[config.mk]
export PLATFORM = sky130hd
export DESIGN_NAME = udp_ts_pcr_extractor
export DESIGN_NICKNAME = d
export VERILOG_FILES = /design/src/hw/rtl/utpe_pkg.sv /design/src/hw/rtl/utpe_parser.sv /design/src/hw/rtl/utpe_pcr_conv.sv /design/src/hw/rtl/udp_ts_pcr_extractor.sv
export SDC_FILE = /design/constraint.sdc
export NUM_CORES = 2
export LEC_CHECK = 0
export BUFFER_PORTS_ARGS = -buffer_cell sky130_fd_sc_hd__buf_4
export CAP_MARGIN = 10
export CORE_MARGIN = 4
export CORE_UTILIZATION = 55
export CTS_BUF_LIST = sky130_fd_sc_hd__clkbuf_8
export CTS_CLUSTER_SIZE = 30
export DETAILED_ROUTE_END_ITERATION = 7
export PLACE_DENSITY_LB_ADDON = 0.05
export SLEW_MARGIN = 20
export SYNTH_ARGS = -nofsm -noshare
export SYNTH_HDL_FRONTEND = slang
export SYNTH_HIERARCHICAL = 1
export SYNTH_SLANG_ARGS = --single-unit
[constraint.sdc]
create_clock -name i_clk -period 26.4 [get_ports i_clk]
set_input_delay 7.92 -clock i_clk [delete_from_list [all_inputs] [get_ports i_clk]]
set_output_delay 7.92 -clock i_clk [all_outputs]
set_load 0.01 [all_outputs]
[src/hw/rtl/utpe_pkg.sv]
// Shared types, constants and protocol codes for the UDP transport stream PCR extractor.
package utpe_pkg;

    // Default frame length limit, handed down from the top level
    localparam int MAX_FRAME_BYTES_DEF = 16384;

    // Port widths
    localparam int IN_TDATA_W  = 72;
    localparam int OUT_TDATA_W = 144;
    localparam int TIME_W      = 63;
    localparam int PCR_RAW_W   = 48;
    localparam int PCR_US_W    = 37;

    // Frame parser states
    localparam logic [1:0] ST_IDLE    = 2'd0;
    localparam logic [1:0] ST_IPHDR   = 2'd1;
    localparam logic [1:0] ST_UDPHDR  = 2'd2;
    localparam logic [1:0] ST_PAYLOAD = 2'd3;

    // Header byte positions and expected values
    localparam logic [15:0] POS_TYPE_HI  = 16'd12;
    localparam logic [15:0] POS_TYPE_LO  = 16'd13;
    localparam logic [15:0] POS_IP_VIHL  = 16'd14;
    localparam logic [15:0] POS_IP_PROTO = 16'd23;
    localparam logic [7:0]  ETH_TYPE_HI  = 8'h08;
    localparam logic [7:0]  ETH_TYPE_LO  = 8'h00;
    localparam logic [3:0]  IP_VERSION4  = 4'h4;
    localparam logic [3:0]  IP_IHL_MIN   = 4'd5;
    localparam logic [7:0]  IP_PROTO_UDP = 8'h11;

    // UDP header byte positions relative to its start
    localparam logic [15:0] UDP_DPORT_HI = 16'd2;
    localparam logic [15:0] UDP_DPORT_LO = 16'd3;
    localparam logic [15:0] UDP_HDR_LAST = 16'd7;

    // Transport stream slot layout
    localparam logic [7:0] SLOT_LAST      = 8'd187;
    localparam logic [7:0] SYNC_BYTE      = 8'h47;
    localparam logic [7:0] SO_HDR_HI      = 8'd1;
    localparam logic [7:0] SO_HDR_LO      = 8'd2;
    localparam logic [7:0] SO_AF_CTRL     = 8'd3;
    localparam logic [7:0] SO_AF_LEN      = 8'd4;
    localparam logic [7:0] SO_AF_FLAGS    = 8'd5;
    localparam logic [7:0] SO_PCR_LAST    = 8'd11;
    localparam int         AF_PRESENT_BIT = 5;
    localparam int         PCR_FLAG_BIT   = 4;

    // PCR to microseconds: (base*300 + ext) / 27, split into two exact reciprocal steps
    localparam int          X_W          = 42;
    localparam int          XL_W         = 21;
    localparam int          XH_W         = 21;
    localparam int          QH_W         = 17;
    localparam int          Q2_W         = 21;
    localparam int          Y_W          = 26;
    localparam int          P1_W         = 43;
    localparam int          P2_W         = 53;
    localparam int          REM_W        = 5;
    localparam logic [8:0]  PCR_MULT     = 9'd300;
    localparam logic [4:0]  PCR_DIV      = 5'd27;
    localparam logic [21:0] RECIP_HI     = 22'd2485514;
    localparam int          RECIP_SH_HI  = 26;
    localparam logic [26:0] RECIP_LO     = 27'd79536432;
    localparam int          RECIP_SH_LO  = 31;

    // Record fields other than the PCR value
    typedef struct packed {
        logic [15:0]       dest_port;
        logic [12:0]       packet_id;
        logic              transport_error;
        logic              pcr_valid;
        logic [TIME_W-1:0] packet_time_us;
        logic [8:0]        slot_number;
    } t_rec_meta;

endpackage

[src/hw/rtl/utpe_parser.sv]
// Byte-wise frame parser: header checks, UDP port capture and slot walk with record build.
module utpe_parser
    import utpe_pkg::*;
#(
    parameter int MAX_FRAME_BYTES = MAX_FRAME_BYTES_DEF
) (
    input  logic                 i_clk,
    input  logic                 i_rst_n,
    input  logic                 i_valid,
    output logic                 o_ready,
    input  logic [7:0]           i_byte,
    input  logic                 i_start,
    input  logic                 i_end,
    input  logic [TIME_W-1:0]    i_time,
    output logic                 o_rec_vld,
    input  logic                 i_rec_ready,
    output t_rec_meta            o_rec,
    output logic [PCR_RAW_W-1:0] o_rec_pcr
);

    localparam int               OFF_W    = $clog2(MAX_FRAME_BYTES);
    localparam logic [OFF_W-1:0] LAST_POS = OFF_W'(MAX_FRAME_BYTES - 1);

    logic [1:0]           r_hs,    n_hs;
    logic [OFF_W-1:0]     r_off,   n_off;
    logic [5:0]           r_ihb,   n_ihb;
    logic [15:0]          r_port,  n_port;
    logic [7:0]           r_soff,  n_soff;
    logic [8:0]           r_scnt,  n_scnt;
    logic [16:0]          r_shb,   n_shb;
    logic [PCR_RAW_W-1:0] r_pcr,   n_pcr;
    logic [TIME_W-1:0]    r_ftime, n_ftime;
    logic                 r_rec_vld;
    t_rec_meta            r_rec,   n_rec;
    logic [PCR_RAW_W-1:0] r_rec_pcr;

    logic acc;
    logic active;
    logic last;
    logic emit;

    assign o_ready = !r_rec_vld || i_rec_ready;
    assign acc     = i_valid && o_ready;

    // Next state for one frame byte
    always_comb begin
        logic [1:0]           cur_hs;
        logic [OFF_W-1:0]     pos;
        logic [15:0]          pos_w;
        logic [15:0]          upos;
        logic [5:0]           cur_ihb;
        logic [15:0]          cur_port;
        logic [7:0]           cur_soff;
        logic [8:0]           cur_scnt;
        logic [16:0]          cur_shb;
        logic [PCR_RAW_W-1:0] cur_pcr;
        logic [TIME_W-1:0]    cur_ftime;
        logic [16:0]          hdr;
        logic                 reject;
        logic                 emit_pcr;

        cur_hs    = i_start ? ST_IPHDR : r_hs;
        pos       = i_start ? '0 : r_off;
        cur_ihb   = i_start ? '0 : r_ihb;
        cur_port  = i_start ? '0 : r_port;
        cur_soff  = i_start ? '0 : r_soff;
        cur_scnt  = i_start ? '0 : r_scnt;
        cur_shb   = i_start ? '0 : r_shb;
        cur_pcr   = i_start ? '0 : r_pcr;
        cur_ftime = i_start ? i_time : r_ftime;

        active   = i_start || (r_hs != ST_IDLE);
        last     = i_end || (pos >= LAST_POS);
        pos_w    = 16'(pos);
        upos     = pos_w - POS_IP_VIHL - 16'(cur_ihb);
        reject   = 1'b0;
        emit     = 1'b0;
        emit_pcr = 1'b0;
        hdr      = cur_shb;

        n_hs    = cur_hs;
        n_off   = r_off;
        n_ihb   = cur_ihb;
        n_port  = cur_port;
        n_soff  = cur_soff;
        n_scnt  = cur_scnt;
        n_shb   = cur_shb;
        n_pcr   = cur_pcr;
        n_ftime = cur_ftime;

        unique case (cur_hs)
            ST_IPHDR: begin
                // Check ethertype, IP version/IHL and protocol
                reject = ((pos_w == POS_TYPE_HI) && (i_byte != ETH_TYPE_HI)) ||
                         ((pos_w == POS_TYPE_LO) && (i_byte != ETH_TYPE_LO)) ||
                         ((pos_w == POS_IP_VIHL) && ((i_byte[7:4] != IP_VERSION4) ||
                                                     (i_byte[3:0] < IP_IHL_MIN))) ||
                         ((pos_w == POS_IP_PROTO) && (i_byte != IP_PROTO_UDP));
                if ((pos_w == POS_IP_VIHL) && !reject) begin
                    n_ihb = {i_byte[3:0], 2'b00};
                end
                if (reject) begin
                    n_hs = ST_IDLE;
                end else if ((pos_w > POS_IP_VIHL) &&
                             (pos_w == POS_TYPE_LO + 16'(cur_ihb))) begin
                    n_hs = ST_UDPHDR;
                end
            end
            ST_UDPHDR: begin
                // Capture destination port, enter payload after the header
                if (upos == UDP_DPORT_HI) begin
                    n_port = {i_byte, 8'h00};
                end else if (upos == UDP_DPORT_LO) begin
                    n_port = cur_port | 16'(i_byte);
                end else if (upos == UDP_HDR_LAST) begin
                    n_hs   = ST_PAYLOAD;
                    n_soff = '0;
                    n_scnt = '0;
                    n_shb  = '0;
                end
            end
            ST_PAYLOAD: begin
                // Walk the slot: sync, header bytes, adaptation flags, PCR bytes
                if (cur_soff == '0) begin
                    n_shb = (i_byte == SYNC_BYTE) ? {1'b1, 16'h0000} : '0;
                    n_pcr = '0;
                end else if (cur_shb[16]) begin
                    if (cur_soff == SO_HDR_HI) begin
                        n_shb = cur_shb | {1'b0, i_byte, 8'h00};
                    end else if (cur_soff == SO_HDR_LO) begin
                        n_shb = cur_shb | {9'b0, i_byte};
                        hdr   = n_shb;
                        emit  = n_shb[15] || last;
                    end else if (cur_soff == SO_AF_CTRL) begin
                        emit = !i_byte[AF_PRESENT_BIT] || last;
                    end else if (cur_soff == SO_AF_LEN) begin
                        emit = last;
                    end else if (cur_soff == SO_AF_FLAGS) begin
                        emit = !i_byte[PCR_FLAG_BIT] || last;
                    end else if (cur_soff <= SO_PCR_LAST) begin
                        n_pcr    = {cur_pcr[PCR_RAW_W-9:0], i_byte};
                        emit_pcr = (cur_soff == SO_PCR_LAST);
                        emit     = emit_pcr || last;
                    end
                end
                if (emit) begin
                    n_shb = '0;
                end
                // Advance slot position
                if (cur_soff == SLOT_LAST) begin
                    n_soff = '0;
                    n_scnt = cur_scnt + 9'd1;
                end else begin
                    n_soff = cur_soff + 8'd1;
                end
            end
            default: begin
            end
        endcase

        // Close the frame on its last byte, else step the offset
        if (active && last) begin
            n_hs  = ST_IDLE;
            n_shb = '0;
        end else if (active) begin
            n_off = pos + OFF_W'(1);
        end

        n_rec.dest_port       = cur_port;
        n_rec.packet_id       = hdr[12:0];
        n_rec.transport_error = hdr[15];
        n_rec.pcr_valid       = emit_pcr;
        n_rec.packet_time_us  = cur_ftime;
        n_rec.slot_number     = cur_scnt;
    end

    // Control registers
    always_ff @(posedge i_clk) begin
        if (!i_rst_n) begin
            r_hs      <= ST_IDLE;
            r_rec_vld <= 1'b0;
        end else begin
            if (acc && active) begin
                r_hs <= n_hs;
            end
            if (o_ready) begin
                r_rec_vld <= acc && active && emit;
            end
        end
    end

    // Frame context and record registers
    always_ff @(posedge i_clk) begin
        if (acc && active) begin
            r_off   <= n_off;
            r_ihb   <= n_ihb;
            r_port  <= n_port;
            r_soff  <= n_soff;
            r_scnt  <= n_scnt;
            r_shb   <= n_shb;
            r_pcr   <= n_pcr;
            r_ftime <= n_ftime;
        end
        if (acc && active && emit) begin
            r_rec     <= n_rec;
            r_rec_pcr <= n_pcr;
        end
    end

    assign o_rec_vld = r_rec_vld;
    assign o_rec     = r_rec;
    assign o_rec_pcr = r_rec_pcr;

    // A frame's last byte always returns the parser to idle
    a_last_idles: assert property (@(posedge i_clk) disable iff (!i_rst_n)
        (acc && active && last) |=> (r_hs == ST_IDLE))
        else $error("parser not idle after last frame byte");

    // A PCR is only reported for slots without transport error
    a_pcr_no_err: assert property (@(posedge i_clk) disable iff (!i_rst_n)
        (r_rec_vld && r_rec.pcr_valid) |-> !r_rec.transport_error)
        else $error("PCR record with transport error set");

endmodule

[src/hw/rtl/utpe_pcr_conv.sv]
// Pipelined PCR to microsecond conversion, (base*300+ext)/27 by exact reciprocal steps.
module utpe_pcr_conv
    import utpe_pkg::*;
(
    input  logic                 i_clk,
    input  logic                 i_rst_n,
    input  logic                 i_rec_vld,
    output logic                 o_rec_ready,
    input  t_rec_meta            i_rec,
    input  logic [PCR_RAW_W-1:0] i_rec_pcr,
    output logic                 o_vld,
    input  logic                 i_ready,
    output t_rec_meta            o_meta,
    output logic [PCR_US_W-1:0]  o_pcr_us
);

    localparam int NSTG = 5;

    logic [NSTG-1:0] r_vld;
    logic [NSTG-1:0] en;
    t_rec_meta       r_meta [NSTG];

    logic [X_W-1:0]      r_x;
    logic [P1_W-1:0]     r_p1;
    logic [XH_W-1:0]     r_b_xh;
    logic [XL_W-1:0]     r_b_xl;
    logic [QH_W-1:0]     r_c_qh;
    logic [Y_W-1:0]      r_y;
    logic [QH_W-1:0]     r_d_qh;
    logic [P2_W-1:0]     r_p2;
    logic [PCR_US_W-1:0] r_us;

    logic [X_W-1:0]  x_a;
    logic [QH_W-1:0] qh_c;
    logic [XH_W-1:0] rem_c;
    logic [Q2_W-1:0] q2_e;

    // Stage advances when empty or when the next one advances
    always_comb begin
        en[NSTG-1] = !r_vld[NSTG-1] || i_ready;
        for (int k = NSTG - 2; k >= 0; k--) begin
            en[k] = !r_vld[k] || en[k+1];
        end
    end

    assign o_rec_ready = en[0];

    // Stage arithmetic
    assign x_a   = i_rec.pcr_valid ?
                   (X_W'(i_rec_pcr[PCR_RAW_W-1:15]) * X_W'(PCR_MULT) + X_W'(i_rec_pcr[8:0])) :
                   '0;
    assign qh_c  = r_p1[RECIP_SH_HI +: QH_W];
    assign rem_c = r_b_xh - XH_W'(qh_c) * XH_W'(PCR_DIV);
    assign q2_e  = r_p2[RECIP_SH_LO +: Q2_W];

    // Valid bits
    always_ff @(posedge i_clk) begin
        if (!i_rst_n) begin
            r_vld <= '0;
        end else begin
            if (en[0]) begin
                r_vld[0] <= i_rec_vld;
            end
            for (int k = 1; k < NSTG; k++) begin
                if (en[k]) begin
                    r_vld[k] <= r_vld[k-1];
                end
            end
        end
    end

    // Data path: scale, high-part divide, remainder merge, low-part divide, join
    always_ff @(posedge i_clk) begin
        if (en[0]) begin
            r_meta[0] <= i_rec;
            r_x       <= x_a;
        end
        if (en[1]) begin
            r_meta[1] <= r_meta[0];
            r_p1      <= P1_W'(r_x[X_W-1:XL_W]) * P1_W'(RECIP_HI);
            r_b_xh    <= r_x[X_W-1:XL_W];
            r_b_xl    <= r_x[XL_W-1:0];
        end
        if (en[2]) begin
            r_meta[2] <= r_meta[1];
            r_c_qh    <= qh_c;
            r_y       <= {rem_c[REM_W-1:0], r_b_xl};
        end
        if (en[3]) begin
            r_meta[3] <= r_meta[2];
            r_d_qh    <= r_c_qh;
            r_p2      <= P2_W'(r_y) * P2_W'(RECIP_LO);
        end
        if (en[4]) begin
            r_meta[4] <= r_meta[3];
            r_us      <= PCR_US_W'({r_d_qh, q2_e});
        end
    end

    assign o_vld    = r_vld[NSTG-1];
    assign o_meta   = r_meta[NSTG-1];
    assign o_pcr_us = r_us;

    // Records without a PCR carry a zero time
    a_zero_us: assert property (@(posedge i_clk) disable iff (!i_rst_n)
        (r_vld[NSTG-1] && !r_meta[NSTG-1].pcr_valid) |-> (r_us == '0))
        else $error("nonzero PCR time on record without PCR");

    // A record in the last inner stage reaches the output when it may move
    a_stage_moves: assert property (@(posedge i_clk) disable iff (!i_rst_n)
        (r_vld[NSTG-2] && en[NSTG-1]) |=> r_vld[NSTG-1])
        else $error("record lost between conversion stages");

endmodule

[src/hw/rtl/udp_ts_pcr_extractor.sv]
// Top level of the UDP transport stream PCR extractor: stream ports, parser and PCR conversion.
//
//  Channel   Direction  Transfers             Payload
//  s_axis    in         one frame byte        tdata: byte, arrival time; tuser: start; tlast: end
//  m_axis    out        one slot record       tdata: port, PID, error, PCR flag, PCR us, time, slot
//
//  One frame byte is taken every cycle unless the record path stalls; the parser decides
//  each byte combinationally. A record leaves through the parser register and then the five
//  conversion stages, set by the two reciprocal multiplies of the divide by 27.
//  Reset is synchronous, active low, and clears the parser state and all stage valid bits.
//  A stalled output stops only the stages behind it that are full; empty stages keep
//  taking records, so input bytes flow on while a finished record waits.
module udp_ts_pcr_extractor
    import utpe_pkg::*;
#(
    parameter int MAX_FRAME_BYTES = MAX_FRAME_BYTES_DEF
) (
    input  logic                   i_clk,
    input  logic                   i_rst_n,
    input  logic                   i_s_axis_tvalid,
    output logic                   o_s_axis_tready,
    input  logic [IN_TDATA_W-1:0]  i_s_axis_tdata,  // [7:0] frame_byte, [70:8] arrival_us
    input  logic                   i_s_axis_tuser,  // [0] frame_start
    input  logic                   i_s_axis_tlast,  // frame_end
    output logic                   o_m_axis_tvalid,
    input  logic                   i_m_axis_tready,
    // [15:0] dest_port, [28:16] packet_id, [29] transport_error, [30] pcr_valid,
    // [67:31] pcr_us, [130:68] packet_time_us, [139:131] slot_number
    output logic [OUT_TDATA_W-1:0] o_m_axis_tdata
);

    logic                 rec_vld;
    logic                 rec_ready;
    t_rec_meta            rec;
    logic [PCR_RAW_W-1:0] rec_pcr;
    t_rec_meta            out_meta;
    logic [PCR_US_W-1:0]  out_us;

    // Parse frames into slot records
    utpe_parser #(
        .MAX_FRAME_BYTES (MAX_FRAME_BYTES)
    ) u_parser (
        .i_clk       (i_clk),
        .i_rst_n     (i_rst_n),
        .i_valid     (i_s_axis_tvalid),
        .o_ready     (o_s_axis_tready),
        .i_byte      (i_s_axis_tdata[7:0]),
        .i_start     (i_s_axis_tuser),
        .i_end       (i_s_axis_tlast),
        .i_time      (i_s_axis_tdata[8 +: TIME_W]),
        .o_rec_vld   (rec_vld),
        .i_rec_ready (rec_ready),
        .o_rec       (rec),
        .o_rec_pcr   (rec_pcr)
    );

    // Convert PCR to microseconds
    utpe_pcr_conv u_pcr_conv (
        .i_clk       (i_clk),
        .i_rst_n     (i_rst_n),
        .i_rec_vld   (rec_vld),
        .o_rec_ready (rec_ready),
        .i_rec       (rec),
        .i_rec_pcr   (rec_pcr),
        .o_vld       (o_m_axis_tvalid),
        .i_ready     (i_m_axis_tready),
        .o_meta      (out_meta),
        .o_pcr_us    (out_us)
    );

    // Pack the record transaction
    assign o_m_axis_tdata = {4'b0000,
                             out_meta.slot_number,
                             out_meta.packet_time_us,
                             out_us,
                             out_meta.pcr_valid,
                             out_meta.transport_error,
                             out_meta.packet_id,
                             out_meta.dest_port};

endmodule
==> flow_summary.ini <==
[sta]
skew_ns = 0.0465
worstMarginPinSlew_ns = 1.08
worst_slack_ns = 8.47
setup_viol = 0
hold_viol = 0
min_period_ns = 17.93
drv_slew = 0
fmax_mhz = 55.8
slew-limit-headroom_pct = 28.0
timing.final.crit_share_pct = 67.9
rsz0062_at_grt = false
tns_ns = 0

[routing]
drt_iter0_markers = 1606
drcViolationCount = 0
wire_per_inst_um = 18.7
avgViaCountPerCell = 5.30
vias = 31900
detail_route.first_pass.iterations = 5
routed_wl_um = 112000
drt.antenna.violating_nets = 0

[placement]
post-place-ws_ns = 8.44
dp_cells = 5720
gp_congestion = 0.861
dp_hpwl_um = 80500
io_buffers = 218

[power_and_ir_drop]
peakVddDrop_mv = 0.0592
seq_power_share_pct = 57.7
switching_share_pct = 21.6
powerDensity_nw_per_um2 = 48.3
combPwrFrac_pct = 2.4
p_leak_nw = 28.5
switchingPower_w = 0.000686
p_clk_share_pct = 39.8
intPower_w = 0.00249
fin_total_pwr_w = 0.00318

[clock_network]
cts_tree = done
cts-root-buf = clkbuf_8
clock-sinks = 1047
cts.hold.buffers_added = 0
htreeDepth = 4
clk_pin_slew_worst_paths_ns = 0.06
ctsResizeCount = 0
clk_latency_ns = 0.83
clock_path_buffers = 3
cts_buffers = 162
postCtsSetupBuffers = 0

[layout]
multi_input_area_um2 = 24900
area_growth_pct = 9.46
mostFrequentLayoutCell = edfxtp_1
nets = 5591
fillers = 8394
final_util_pct = 61.0
seq_area_um2 = 31400
drive_gt1_share_pct = 12.9
final_cell_mix = edfxtp_1, inv_1, ha_1
stdcell_count = 6021

[setup_path]
crit_fanout = 29
crit_path_top_delay_cell = and3_1
crit_chain = buf_4 > nor2b_1 > and3_1 > nand3_4 > nor2b_1 > inv_1 > buf_4
cp-start-kind = primary input
r2r_start = u_pcr_conv/r_y[6]
cp-end-kind = output pin
startpoint = i_m_axis_tready
required_ns = 18.48
critPathKind = primary input to output pin
regToRegSetupSlack_ns = 17.62
crit_path_max_incr_delay_ns = 0.50
crit_arrival_ns = 10.01

[global_route]
grt_pass1_wl_um = 182000
gr-total-overflow = 0
antenna_found_initial = 3
grt_pass1_vias = 33300
grt_max_degree = 75
track_usage_pct = 20.1

[floorplan]
core_area_um2 = 108000
dieArea_um2 = 114000
initial_core_util_pct = 55.8
die_h_um = 338
io_pins = 224
die_w_um = 338
num_rows = 120

[synth]
synthesis.area_um2 = 60000
avgSynthCellArea_um2 = 14.1
ys_warn_count = 6
synthesis.instances = 4242

[run_status]
outcome = complete, no violations

[min_path]
min_path_type = flop to flop
hold_start = u_pcr_conv/r_meta[0][21]

[flow_run]
max-cap-violations = 0
-- worst max-delay path: cells and delay by family --
family	cells	cell delay, ns
buf+inv	3	0.35
simple gates	4	1.72
-- area by class of cell --
class | instances | share of cell area (%)
sequential | 1047 | 47.7
inverter | 705 | 4.04
clock buffer | 163 | 3.41
multi-input combinational | 2310 | 38.0
timing repair buffer | 255 | 2.92
clock inverter | 136 | 1.25
antenna | 2 | 0.00762
tap | 1403 | 2.67
-- state kept, by name, indices dropped and copies added, names as in the netlist, 21 cells and up --
name	count
u_parser/r_ftime	63
u_pcr_conv/r_b_xl	21
u_pcr_conv/r_y	26
u_pcr_conv/r_x	42
u_pcr_conv/o_pcr_us	37
u_pcr_conv/r_meta	515
u_parser/o_rec	103
u_parser/o_rec_pcr	42
u_pcr_conv/r_p2	21
u_parser/r_pcr	48
-- per-stage QoR --
stage	cell area [µm²]	hold WS, ns
after floorplan	60000	0.400
after global placement	62600	0.400
after detailed placement	62600	0.405
after CTS	65700	0.397
after global routing	65700	0.410
final	65700	0.401
-- routing by layer --
layer  up-vias  global-route usage (%)  wire length (µm)
met1     15800                    27.9             51300
li1      15300                       -                 -
met3       151                    3.38              4650
met5         -                       0                 0
met4         0                    5.32              2080
met2       591                    33.2             54400
-- path summary, 6_finish.rpt --
path,endpoint,cells past startpoint
worst min-delay path,u_pcr_conv/r_meta[0][124],0
worst min register to register,u_pcr_conv/r_meta[0][124],0
worst max register to register,u_pcr_conv/r_p2[49],22
worst max-delay path,o_s_axis_tready,7
-- power by group through the flow --
stage          Sequential, W  Combinational [W]  Clock [W]
6_report             0.00183          0.0000766    0.00127
5_1_grt              0.00183          0.0000842    0.00139
4_1_cts              0.00183          0.0000770    0.00131
3_5_place_dp         0.00187          0.0000767          0
3_3_place_gp         0.00187          0.0000755          0
2_1_floorplan        0.00187          0.0000512          0
Note: power is estimated with default switching activity, not from simulation.
